==> config.mk <==
export PLATFORM = sky130hd
export DESIGN_NAME = button_click_event_detector_top
export DESIGN_NICKNAME = d
export VERILOG_FILES = /design/src/design/bced_pkg.sv /design/src/design/button_click_event_detector_top.sv
export SDC_FILE = /design/constraint.sdc
export NUM_CORES = 1
export LEC_CHECK = 0
export ABC_AREA = 1
export BUFFER_PORTS_ARGS = -buffer_cell sky130_fd_sc_hd__buf_2
export CAP_MARGIN = 15
export CELL_PAD_IN_SITES_DETAIL_PLACEMENT = 0
export CELL_PAD_IN_SITES_GLOBAL_PLACEMENT = 1
export CORE_MARGIN = 4
export CORE_UTILIZATION = 48
export CTS_CLUSTER_SIZE = 12
export DETAILED_ROUTE_END_ITERATION = 16
export HOLD_SLACK_MARGIN = 0.1
export PLACE_DENSITY_LB_ADDON = 0.1
export REMOVE_ABC_BUFFERS = 1
export SLEW_MARGIN = 40
export SYNTH_ARGS = -nofsm -noshare
export SYNTH_HDL_FRONTEND = slang
export SYNTH_SLANG_ARGS = --single-unit
==> constraint.sdc <==
create_clock -name clock -period 5.6 [get_ports clock]
set_input_delay 0.28 -clock clock [delete_from_list [all_inputs] [get_ports clock]]
set_output_delay 0.28 -clock clock [all_outputs]
set_load 0.01 [all_outputs]
==> src/design/bced_pkg.sv <==
// Types and codes shared by the button click event detector.
package bced_pkg;

   typedef enum logic [1:0] {
      ST_STANDBY  = 2'd0,
      ST_DEBOUNCE = 2'd1,
      ST_ACTIVE   = 2'd2,
      ST_POST     = 2'd3
   } phase_type;

   typedef enum logic [3:0] {
      EV_NONE   = 4'd0,
      EV_DOWN   = 4'd1,
      EV_HOLD   = 4'd2,
      EV_UP     = 4'd3,
      EV_CLICK  = 4'd4,
      EV_LONG   = 4'd5,
      EV_DOUBLE = 4'd6,
      EV_TRIPLE = 4'd7,
      EV_MULTI  = 4'd8
   } event_type;

   localparam int CsrIndexWidth = 3;
   localparam int CsrDataWidth  = 16;

   typedef enum logic [CsrIndexWidth-1:0] {
      CSR_DEBOUNCE     = 3'd0,
      CSR_HOLDDOWN     = 3'd1,
      CSR_LONG_CLICK   = 3'd2,
      CSR_DOUBLE_CLICK = 3'd3,
      CSR_FILTER_MULTI = 3'd4,
      CSR_ENABLE       = 3'd5
   } csr_index_type;

   localparam logic [15:0] DebounceReset    = 16'd20;
   localparam logic [15:0] HolddownReset    = 16'd1000;
   localparam logic [15:0] LongClickReset   = 16'd3000;
   localparam logic [15:0] DoubleClickReset = 16'd250;
   localparam logic [7:0]  ClickMax         = 8'd255;
   localparam logic [7:0]  ClickOne         = 8'd1;
   localparam logic [7:0]  ClickTwo         = 8'd2;
   localparam logic [7:0]  ClickThree       = 8'd3;

endpackage

==> src/design/button_click_event_detector_top.sv <==
// Top level of the button click event detector: debounce, hold and click chaining.
//
//   channel  direction  handshake              payload
//   req      in         req_valid / req_ready  req_now_ms, req_pressed
//   rsp      out        rsp_valid / rsp_ready  rsp_fsm_state, rsp_event_code,
//                                              rsp_clicks, rsp_held_ms
//   csr      in         csr_we (no wait)       csr_index, csr_wdata
//
// Every accepted item gives exactly one result item, in the cycle after it is accepted.
// An item is accepted in every cycle while the result register is empty or being taken,
// so the sustained rate is one item per clock; each result is held in the single result register.
// The state update is one level of 32-bit subtract and compare against the stamps.
// A stalled result only holds off the next item; reset clears the state and loads the
// default register values.
module button_click_event_detector_top
   import bced_pkg::*;
(
   input  logic                     clock,
   input  logic                     reset,
   input  logic                     req_valid,
   output logic                     req_ready,
   input  logic [31:0]              req_now_ms,
   input  logic                     req_pressed,
   output logic                     rsp_valid,
   input  logic                     rsp_ready,
   output logic [1:0]               rsp_fsm_state,
   output logic [3:0]               rsp_event_code,
   output logic [7:0]               rsp_clicks,
   output logic [31:0]              rsp_held_ms,
   input  logic                     csr_we,
   input  logic [CsrIndexWidth-1:0] csr_index,
   input  logic [CsrDataWidth-1:0]  csr_wdata
);

   // Configuration registers.
   logic [15:0] debounce_ff;
   logic [15:0] holddown_ff;
   logic [15:0] long_click_ff;
   logic [15:0] double_click_ff;
   logic        filter_multi_ff;
   logic        enable_ff;

   // Detector state.
   phase_type   phase_ff, phase_in;
   logic [31:0] activity_ff, activity_in;
   logic [31:0] release_ff, release_in;
   logic [31:0] holddown_stamp_ff, holddown_stamp_in;
   logic [31:0] press_length_ff, press_length_in;
   logic [7:0]  tally_ff, tally_in;
   event_type   event_in;

   // Result register.
   logic        rsp_valid_ff;
   phase_type   rsp_phase_ff;
   event_type   rsp_event_ff;
   logic [7:0]  rsp_clicks_ff;
   logic [31:0] rsp_held_ff;

   logic        req_take;
   logic [31:0] since_activity;
   logic [31:0] since_holddown;
   logic [31:0] since_release;
   logic        debounce_done;
   logic        holddown_due;
   logic        chain_click;
   logic        window_done;
   event_type   click_event;

   assign req_ready = !rsp_valid_ff || rsp_ready;
   assign req_take  = req_valid && req_ready;

   assign since_activity = req_now_ms - activity_ff;
   assign since_holddown = req_now_ms - holddown_stamp_ff;
   assign since_release  = req_now_ms - release_ff;

   assign debounce_done = since_activity > {16'd0, debounce_ff};
   assign holddown_due  = since_holddown > {16'd0, holddown_ff};
   assign chain_click   = since_release < {16'd0, double_click_ff};
   assign window_done   = (since_activity > {16'd0, double_click_ff}) || !filter_multi_ff;

   always_comb begin
      if (press_length_ff > {16'd0, long_click_ff}) begin
         click_event = EV_LONG;
      end else if (tally_ff == ClickOne) begin
         click_event = EV_CLICK;
      end else if (tally_ff == ClickTwo) begin
         click_event = EV_DOUBLE;
      end else if (tally_ff == ClickThree) begin
         click_event = EV_TRIPLE;
      end else if (tally_ff > ClickThree) begin
         click_event = EV_MULTI;
      end else begin
         click_event = EV_NONE;
      end
   end

   // Next state.
   always_comb begin
      phase_in = phase_ff;
      if (!enable_ff) begin
         phase_in = ST_STANDBY;
      end else if (req_pressed) begin
         unique case (phase_ff)
            ST_STANDBY, ST_POST: phase_in = ST_DEBOUNCE;
            ST_DEBOUNCE: begin
               if (debounce_done) phase_in = ST_ACTIVE;
            end
            ST_ACTIVE: phase_in = ST_ACTIVE;
            default: phase_in = ST_STANDBY;
         endcase
      end else begin
         unique case (phase_ff)
            ST_ACTIVE: phase_in = ST_POST;
            ST_POST: begin
               if (window_done) phase_in = ST_STANDBY;
            end
            default: phase_in = ST_STANDBY;
         endcase
      end
   end

   // Events, stamps and counters.
   always_comb begin
      event_in          = EV_NONE;
      activity_in       = activity_ff;
      release_in        = release_ff;
      holddown_stamp_in = holddown_stamp_ff;
      press_length_in   = press_length_ff;
      tally_in          = tally_ff;
      if (enable_ff) begin
         if (req_pressed) begin
            unique case (phase_ff)
               ST_STANDBY, ST_POST: activity_in = req_now_ms;
               ST_DEBOUNCE: begin
                  if (debounce_done) begin
                     activity_in       = req_now_ms;
                     holddown_stamp_in = req_now_ms;
                     event_in          = EV_DOWN;
                  end
               end
               default: begin
                  press_length_in = since_activity;
                  if (holddown_due) begin
                     holddown_stamp_in = req_now_ms;
                     event_in          = EV_HOLD;
                  end
               end
            endcase
         end else begin
            unique case (phase_ff)
               ST_ACTIVE: begin
                  press_length_in = since_activity;
                  event_in        = EV_UP;
                  if (!chain_click) begin
                     tally_in = ClickOne;
                  end else if (tally_ff != ClickMax) begin
                     tally_in = tally_ff + 8'd1;
                  end
                  release_in        = req_now_ms;
                  activity_in       = req_now_ms;
                  holddown_stamp_in = req_now_ms;
               end
               ST_POST: begin
                  if (window_done) begin
                     event_in    = click_event;
                     activity_in = req_now_ms;
                  end
               end
               default: event_in = EV_NONE;
            endcase
         end
      end
   end

   always_ff @(posedge clock) begin
      if (reset) begin
         debounce_ff     <= DebounceReset;
         holddown_ff     <= HolddownReset;
         long_click_ff   <= LongClickReset;
         double_click_ff <= DoubleClickReset;
         filter_multi_ff <= 1'b1;
         enable_ff       <= 1'b1;
      end else if (csr_we) begin
         case (csr_index)
            CSR_DEBOUNCE:     debounce_ff     <= csr_wdata;
            CSR_HOLDDOWN:     holddown_ff     <= csr_wdata;
            CSR_LONG_CLICK:   long_click_ff   <= csr_wdata;
            CSR_DOUBLE_CLICK: double_click_ff <= csr_wdata;
            CSR_FILTER_MULTI: filter_multi_ff <= csr_wdata[0];
            CSR_ENABLE:       enable_ff       <= csr_wdata[0];
            default: ;
         endcase
      end
   end

   always_ff @(posedge clock) begin
      if (reset) begin
         phase_ff          <= ST_STANDBY;
         activity_ff       <= '0;
         release_ff        <= '0;
         holddown_stamp_ff <= '0;
         press_length_ff   <= '0;
         tally_ff          <= '0;
      end else if (req_take) begin
         phase_ff          <= phase_in;
         activity_ff       <= activity_in;
         release_ff        <= release_in;
         holddown_stamp_ff <= holddown_stamp_in;
         press_length_ff   <= press_length_in;
         tally_ff          <= tally_in;
      end
   end

   always_ff @(posedge clock) begin
      if (reset) begin
         rsp_valid_ff <= 1'b0;
      end else if (req_take) begin
         rsp_valid_ff <= 1'b1;
      end else if (rsp_ready) begin
         rsp_valid_ff <= 1'b0;
      end
   end

   always_ff @(posedge clock) begin
      if (req_take) begin
         rsp_phase_ff  <= phase_in;
         rsp_event_ff  <= event_in;
         rsp_clicks_ff <= tally_in;
         rsp_held_ff   <= press_length_in;
      end
   end

   assign rsp_valid      = rsp_valid_ff;
   assign rsp_fsm_state  = rsp_phase_ff;
   assign rsp_event_code = rsp_event_ff;
   assign rsp_clicks     = rsp_clicks_ff;
   assign rsp_held_ms    = rsp_held_ff;

   // A down event always enters the active state.
   a_down_active: assert property (@(posedge clock) disable iff (reset)
      rsp_valid_ff && rsp_event_ff == EV_DOWN |-> rsp_phase_ff == ST_ACTIVE)
      else $error("down event outside active state");

   // A release from active leaves a nonzero click count in post active.
   a_up_post: assert property (@(posedge clock) disable iff (reset)
      rsp_valid_ff && rsp_event_ff == EV_UP |-> rsp_phase_ff == ST_POST && rsp_clicks_ff != 8'd0)
      else $error("up event with wrong state or zero clicks");

   // Click decisions return the machine to standby.
   a_click_standby: assert property (@(posedge clock) disable iff (reset)
      rsp_valid_ff && (rsp_event_ff == EV_CLICK || rsp_event_ff == EV_LONG ||
      rsp_event_ff == EV_DOUBLE || rsp_event_ff == EV_TRIPLE || rsp_event_ff == EV_MULTI)
      |-> rsp_phase_ff == ST_STANDBY)
      else $error("click event without return to standby");

   // An item taken while disabled forces standby with no event.
   a_disabled: assert property (@(posedge clock) disable iff (reset)
      req_take && !enable_ff |=> phase_ff == ST_STANDBY && rsp_event_ff == EV_NONE)
      else $error("disabled detector left standby or raised an event");

   // A new item is held off only by a result that is waiting.
   a_ready: assert property (@(posedge clock) disable iff (reset)
      !req_ready |-> rsp_valid_ff && !rsp_ready)
      else $error("input stalled without a waiting result");

endmodule
Word-level counts from Yosys, hierarchy flattened

Index checks and enable logic that the tools add are counted.

$add $sub $neg: 4
Order comparisons: 6
Equality and inequality tests: 17
Mux-type cells: 37
Bitwise logic cells: 1
Reductions and logical operators: 21

Operators with widths:

| kind                                                  | number |
|---|---|
| two-way mux 32 bit                                    | 10 |
| case mux 32 bit (2 select lines)                      | 3 |
| > comparator 32 x 16 -> 1 bit                         | 4 |
| subtractor 32 bit                                     | 3 |
| two-way mux 8 bit                                     | 5 |
| less-than comparator 32 x 16 -> 1 bit                 | 1 |
| two-way mux 4 bit                                     | 7 |
| == test 8 x 2 -> 1 bit, second input constant         | 2 |
| AND reduction 2 bit                                   | 6 |
| AND reduction 6 bit                                   | 2 |
| two-way mux 2 bit                                     | 5 |
| adder 8 x 1 -> 8 bit, second input constant           | 1 |
| == test 8 x 1 -> 1 bit, second input constant         | 1 |
| > comparator 8 x 2 -> 1 bit, second input constant    | 1 |
| inequality test 8 bit, second input constant          | 1 |
| case mux 2 bit (2 select lines)                       | 2 |
| case mux 4 bit (2 select lines)                       | 1 |
| == test 3 x 2 -> 1 bit, second input constant         | 2 |
| == test 3 bit, second input constant                  | 2 |
| inequality test 3 x 1 -> 1 bit, second input constant | 2 |
| inequality test 3 bit, second input constant          | 2 |
| case mux 2 bit (3 select lines)                       | 1 |
| == test 2 bit, second input constant                  | 2 |
| AND reduction 4 bit                                   | 1 |
| other kinds (14)                                      | 19 |

Bits in registers: 251
Bits of input ports: 57
Output and inout port bits: 48
Word-level logic and storage cells: 103

Logic depth before layout (Yosys ltp)

Depth in word-level cells: 9
Mapped depth: 27
Depth with buffers taken out: 26

Worst setup path before layout

No wires, ideal clock.

Path kind: input port to flip-flop
Start: input req_now_ms[0]
End: register holddown_stamp_ff[23]
Library setup time: 0.113 ns
Arrival: 3.446 ns
Required time: 5.487 ns
Path slack: 2.041 ns
Cell stages on the path: 26
Buffers on the path: 1
Path through: inv_1 > ha_1 > inv_1 > fa_1 > nand3_1 > nand2_1 > nand2_1 > nand2_1 > nand3_1 > nand3_1 > xor2_1 > ha_1 > nand2_1 > nor4_1 > nand3_1 > nand2_1 > nand3_1 > nor2_1 > nand3_1 > nor2_1 > nand4_1 > nand2_8 > buf_6 > nand2_1 > nand2_1 > nor2_1

Longest elaborated chain between the ends: 4
Elaborated cells between the ends (all ways): 7
Classes of those cells: add/sub: 2; order compare: 2; eq/ne: 2; reduce/logical: 1

RTL lines:

| what                                                                                     | line                                                                         | text |
|---|---|---|
| start: declaration                                                                       | button_click_event_detector_top.sv:22                                        | `input logic [31:0] req_now_ms,` |
| subtractor 32 bit (on tied branches)                                                     | button_click_event_detector_top.sv:73, button_click_event_detector_top.sv:72 |  |
| > comparator 32 x 16 -> 1 bit (on tied branches)                                         | button_click_event_detector_top.sv:77, button_click_event_detector_top.sv:76 |  |
| inequality test 3 x 1 -> 1 bit (no line) / inequality test 3 bit (equally long branches) | -                                                                            |  |
| AND reduction 6 bit (no line) *                                                          | -                                                                            |  |
| end signal: assignment                                                                   | button_click_event_detector_top.sv:208                                       | `holddown_stamp_ff <= holddown_stamp_in;` |
| end: declaration                                                                         | button_click_event_detector_top.sv:47                                        | `logic [31:0] holddown_stamp_ff, holddown_stamp_in;` |

Every way passes the cells marked *; elsewhere a longest branch is shown, timed or not.
A chain may end at the register's enable or synchronous reset.

Worst setup path after layout

Start: input req_now_ms[0]
End: register holddown_stamp_ff[10]

The elaborated chain is that of the path after synthesis.

==> reports/summary.txt <==
CTS buffer count: 30
Crit-path max FO: 64
Area contributors post-synth: dfxtp_1 22%, nand2_1 16%, ha_1 12%, inv_1 9.4%, edfxtp_1 7.4%
#FFs+latches synth: 251
Max Freq: 208.1 MHz
Async SR Flop Fraction: 0%
Worst slew margin relative to its limit: 43.88%
Post-synth EDFFs: 46
Post-layout min period: 4.806 ns
Site row count: 72
Hold Crit Class: primary input to register
GPL Wtd Cong: 0.9242
R2r startpoint: activity_ff[11]$_SDFFE_PP0P_
Die area: 42370 um2
Die W: 205.8 um
Bufs on Longest Clock Path: 3
PD cells: 281.3 nW/um2
Power Total: 5.965 mW
Number of library cell types mapped by synthesis: 48
RSZ-0062 raised after global routing: false
Synthesis-to-finish area growth: 12.89%
Worst reg2reg path endpoint: activity_ff[23]$_SDFFE_PP0P_
CP startpoint kind: primary input
Seq/Total Area, Yosys: 29.20%
IO buf count: 104
Flop2flop setup slack: 0.91 ns
Routed WL: 58.93 mm
Leakage: 10.69 nW
Worst-margin pin slew: 0.8330 ns
Final Skew: 0.01725 ns
R2R depth: 19
CP endpoint: holddown_stamp_ff[10]$_SDFFE_PP0P_
DR iter-0 viols: 1064
Remaining DRCs: 0
Post-DP HPWL: 46.77 mm
Primary FF master, synth: dfxtp_1
Synth warn: 0
Clk_lat worst skew: 0.58 ns
Die H: 205.8 um
CTS tree: yes
Commonest non-fill, non-tap cell in the layout: nand2_1
Routed vias/inst: 5.207
Fraction of layout cells with a size suffix above 1: 6.451%
Number of global-route vias before repair: 17580
Post-route ant nets: 0
Initial DRT Pass Iterations: 6
Root Driver: clkbuf_16
Syn Inst Count: 2903
Yosys top cell by area: dfxtp_1
Max-slew violation count: 0
Synth Area per Inst: 6.472 um2
Vias: 18600
Core area: 38650 um2
Total gr overflow: 0
Area share of the largest cell type after synthesis: 21.84%
First-pass GRT wire length: 91.48 mm
CTS Sinks: 251
N_diodes: 0
Final period util: 85.82%
Critical Path RT: 6.07 ns
Final hold viol count: 0
Worst VDD drop: 0.2193 mV
Max_cap viols: 0
Post-CTS resize count: 0
Starting density of the core: 48.61%
Post-layout nets: 3271
Most frequent cells in the layout: 801 x nand2_1, 466 x inv_1, 309 x nor2_1
Clk slew on worst S/H paths: 0.06 ns
Post-Syn Area: 18790 um2
Final setup vio count: 0
Initial antenna violation count: 0
Worst path arrival time: 5.28 ns
Crit. End Element: register
Status: complete, no violations
Setup crit start: req_now_ms[0]
Ports: 105
Setup TNS: 0 ns
Largest net degree at the start of global routing: 70
Routed WL per cell: 16.50 um
H-tree depth: 1
Worst Setup Path Type: primary input to register
Post CTS Setup Buffer Count: 0
GRT Util Overall: 27.10%
final cells by class:
class | count | area [um2]
clock buffer | 41 | 832.0
clock inverter | 13 | 158.9
fill | 3956 | 17440
inverter | 481 | 1808
multi-input combinational | 2102 | 11170
sequential | 251 | 5485
tap | 518 | 648.1
timing repair buffer | 166 | 1104
cell usage after synthesis, drive strengths merged, types with 4 or more instances:
cell,count
nand2,805
inv,479
nor2,316
a21oi,258
dfxtp,205
o21ai,180
ha,179
nand3,112
clkbuf,51
xor2,50
edfxtp,46
nand4,35
nor3,33
o21a,30
o221ai,25
buf,18
o211ai,18
nand3b,11
nor4,6
o21bai,6
xnor2,6
a211oi,5
a21o,5
and2,4
metal layers:
metal  share of wire, %  up-vias  wire, um  track usage (%)
met4                3.8        0      2212            9.577
met3                4.6      114      2704            2.821
li1                   -     9600         -                -
met5                  0        -         0                0
met2                 48      410     28010            47.74
met1                 44     8476     26000            34.49
power breakdown:
group / leakage, nW / switching (mW) / internal (mW) / total [mW]
clock network: 0.473 / 0.799 / 1.17 / 1.97
registers: 2.14 / 0.0540 / 1.99 / 2.04
logic: 8.08 / 1.28 / 0.676 / 1.95
total: 10.7 / 2.13 / 3.84 / 5.97
state kept, by name (all words and copies together), names as in the netlist, 16 cells and up:
register and count:
press_length_ff 32, activity_ff 32, holddown_ff 16, double_click_ff 16
debounce_ff 16, rsp_held_ms 32, holddown_stamp_ff 32, long_click_ff 16
release_ff 32
stage by stage:
step	instance area [um2]	setup WS (ns)	instances	hold WS, ns	utilization, %
final	21210	0.7941	3572	0.1348	54.88
after global routing	21210	0.3352	3572	0.1385	54.88
after CTS	21210	0.7842	3572	0.1009	54.87
after detailed placement	19740	0.7445	3471	0.4520	51.09
after global placement	19740	0.8346	3471	0.4451	51.09
after floorplan	18460	1.752	2834	0.3491	-
cells by family after synthesis:
logic type                 Yosys count  share of synthesized area, %
adders and majority gates          182                         12.24
xor gates and xnor gates            56                         2.611
DFF                                251                         29.20
buffers and inverters              550                         11.35
AOI/OAI and AO/OA                  536                         15.76
and+or+nand+nor                   1328                         28.84
worst min path at each step:
stage	start	slack [ns]	depth (start not counted)	to
floorplan	reset	0.35	1	activity_ff[0]$_SDFFE_PP0P_
global placement	release_ff[2]$_SDFFE_PP0P_	0.45	2	release_ff[2]$_SDFFE_PP0P_
detailed placement	release_ff[6]$_SDFFE_PP0P_	0.45	2	release_ff[6]$_SDFFE_PP0P_
CTS	csr_wdata[10]	0.10	3	double_click_ff[10]$_SDFFE_PP0P_
global route	csr_wdata[13]	0.14	3	debounce_ff[13]$_SDFFE_PP0P_
finish	req_now_ms[31]	0.13	3	holddown_stamp_ff[31]$_SDFFE_PP0P_
worst max-delay path, cell delays in order:
cell and delay [ns]:
dlygate4sd3_1 0.53, buf_2 0.17, inv_1 0.14, ha_1 0.26, inv_1 0.10, fa_1 0.47
nand3_1 0.11, nand2_1 0.14, nand2_1 0.10, nand2_1 0.11, nand3_1 0.10, nand3_1 0.12
xor2_1 0.19, ha_1 0.28, nand2_1 0.09, nor4_1 0.39, nand3_1 0.13, nand2_1 0.15
nand3_1 0.09, nor2_1 0.20, nand3_1 0.13, nor2_1 0.14, nand4_1 0.21, nand2_8 0.39
nand2_1 0.10, nand2_1 0.08, nor2_1 0.05
repair_timing:
| action | in CTS | in global routing |
|---|---|---|
| setup endpoints to repair | 0 | 0 |
| endpoints found under the hold margin | 97 | 0 |
| hold buffers | 47 | 0 |
Note: power is estimated with default switching activity, not from simulation.
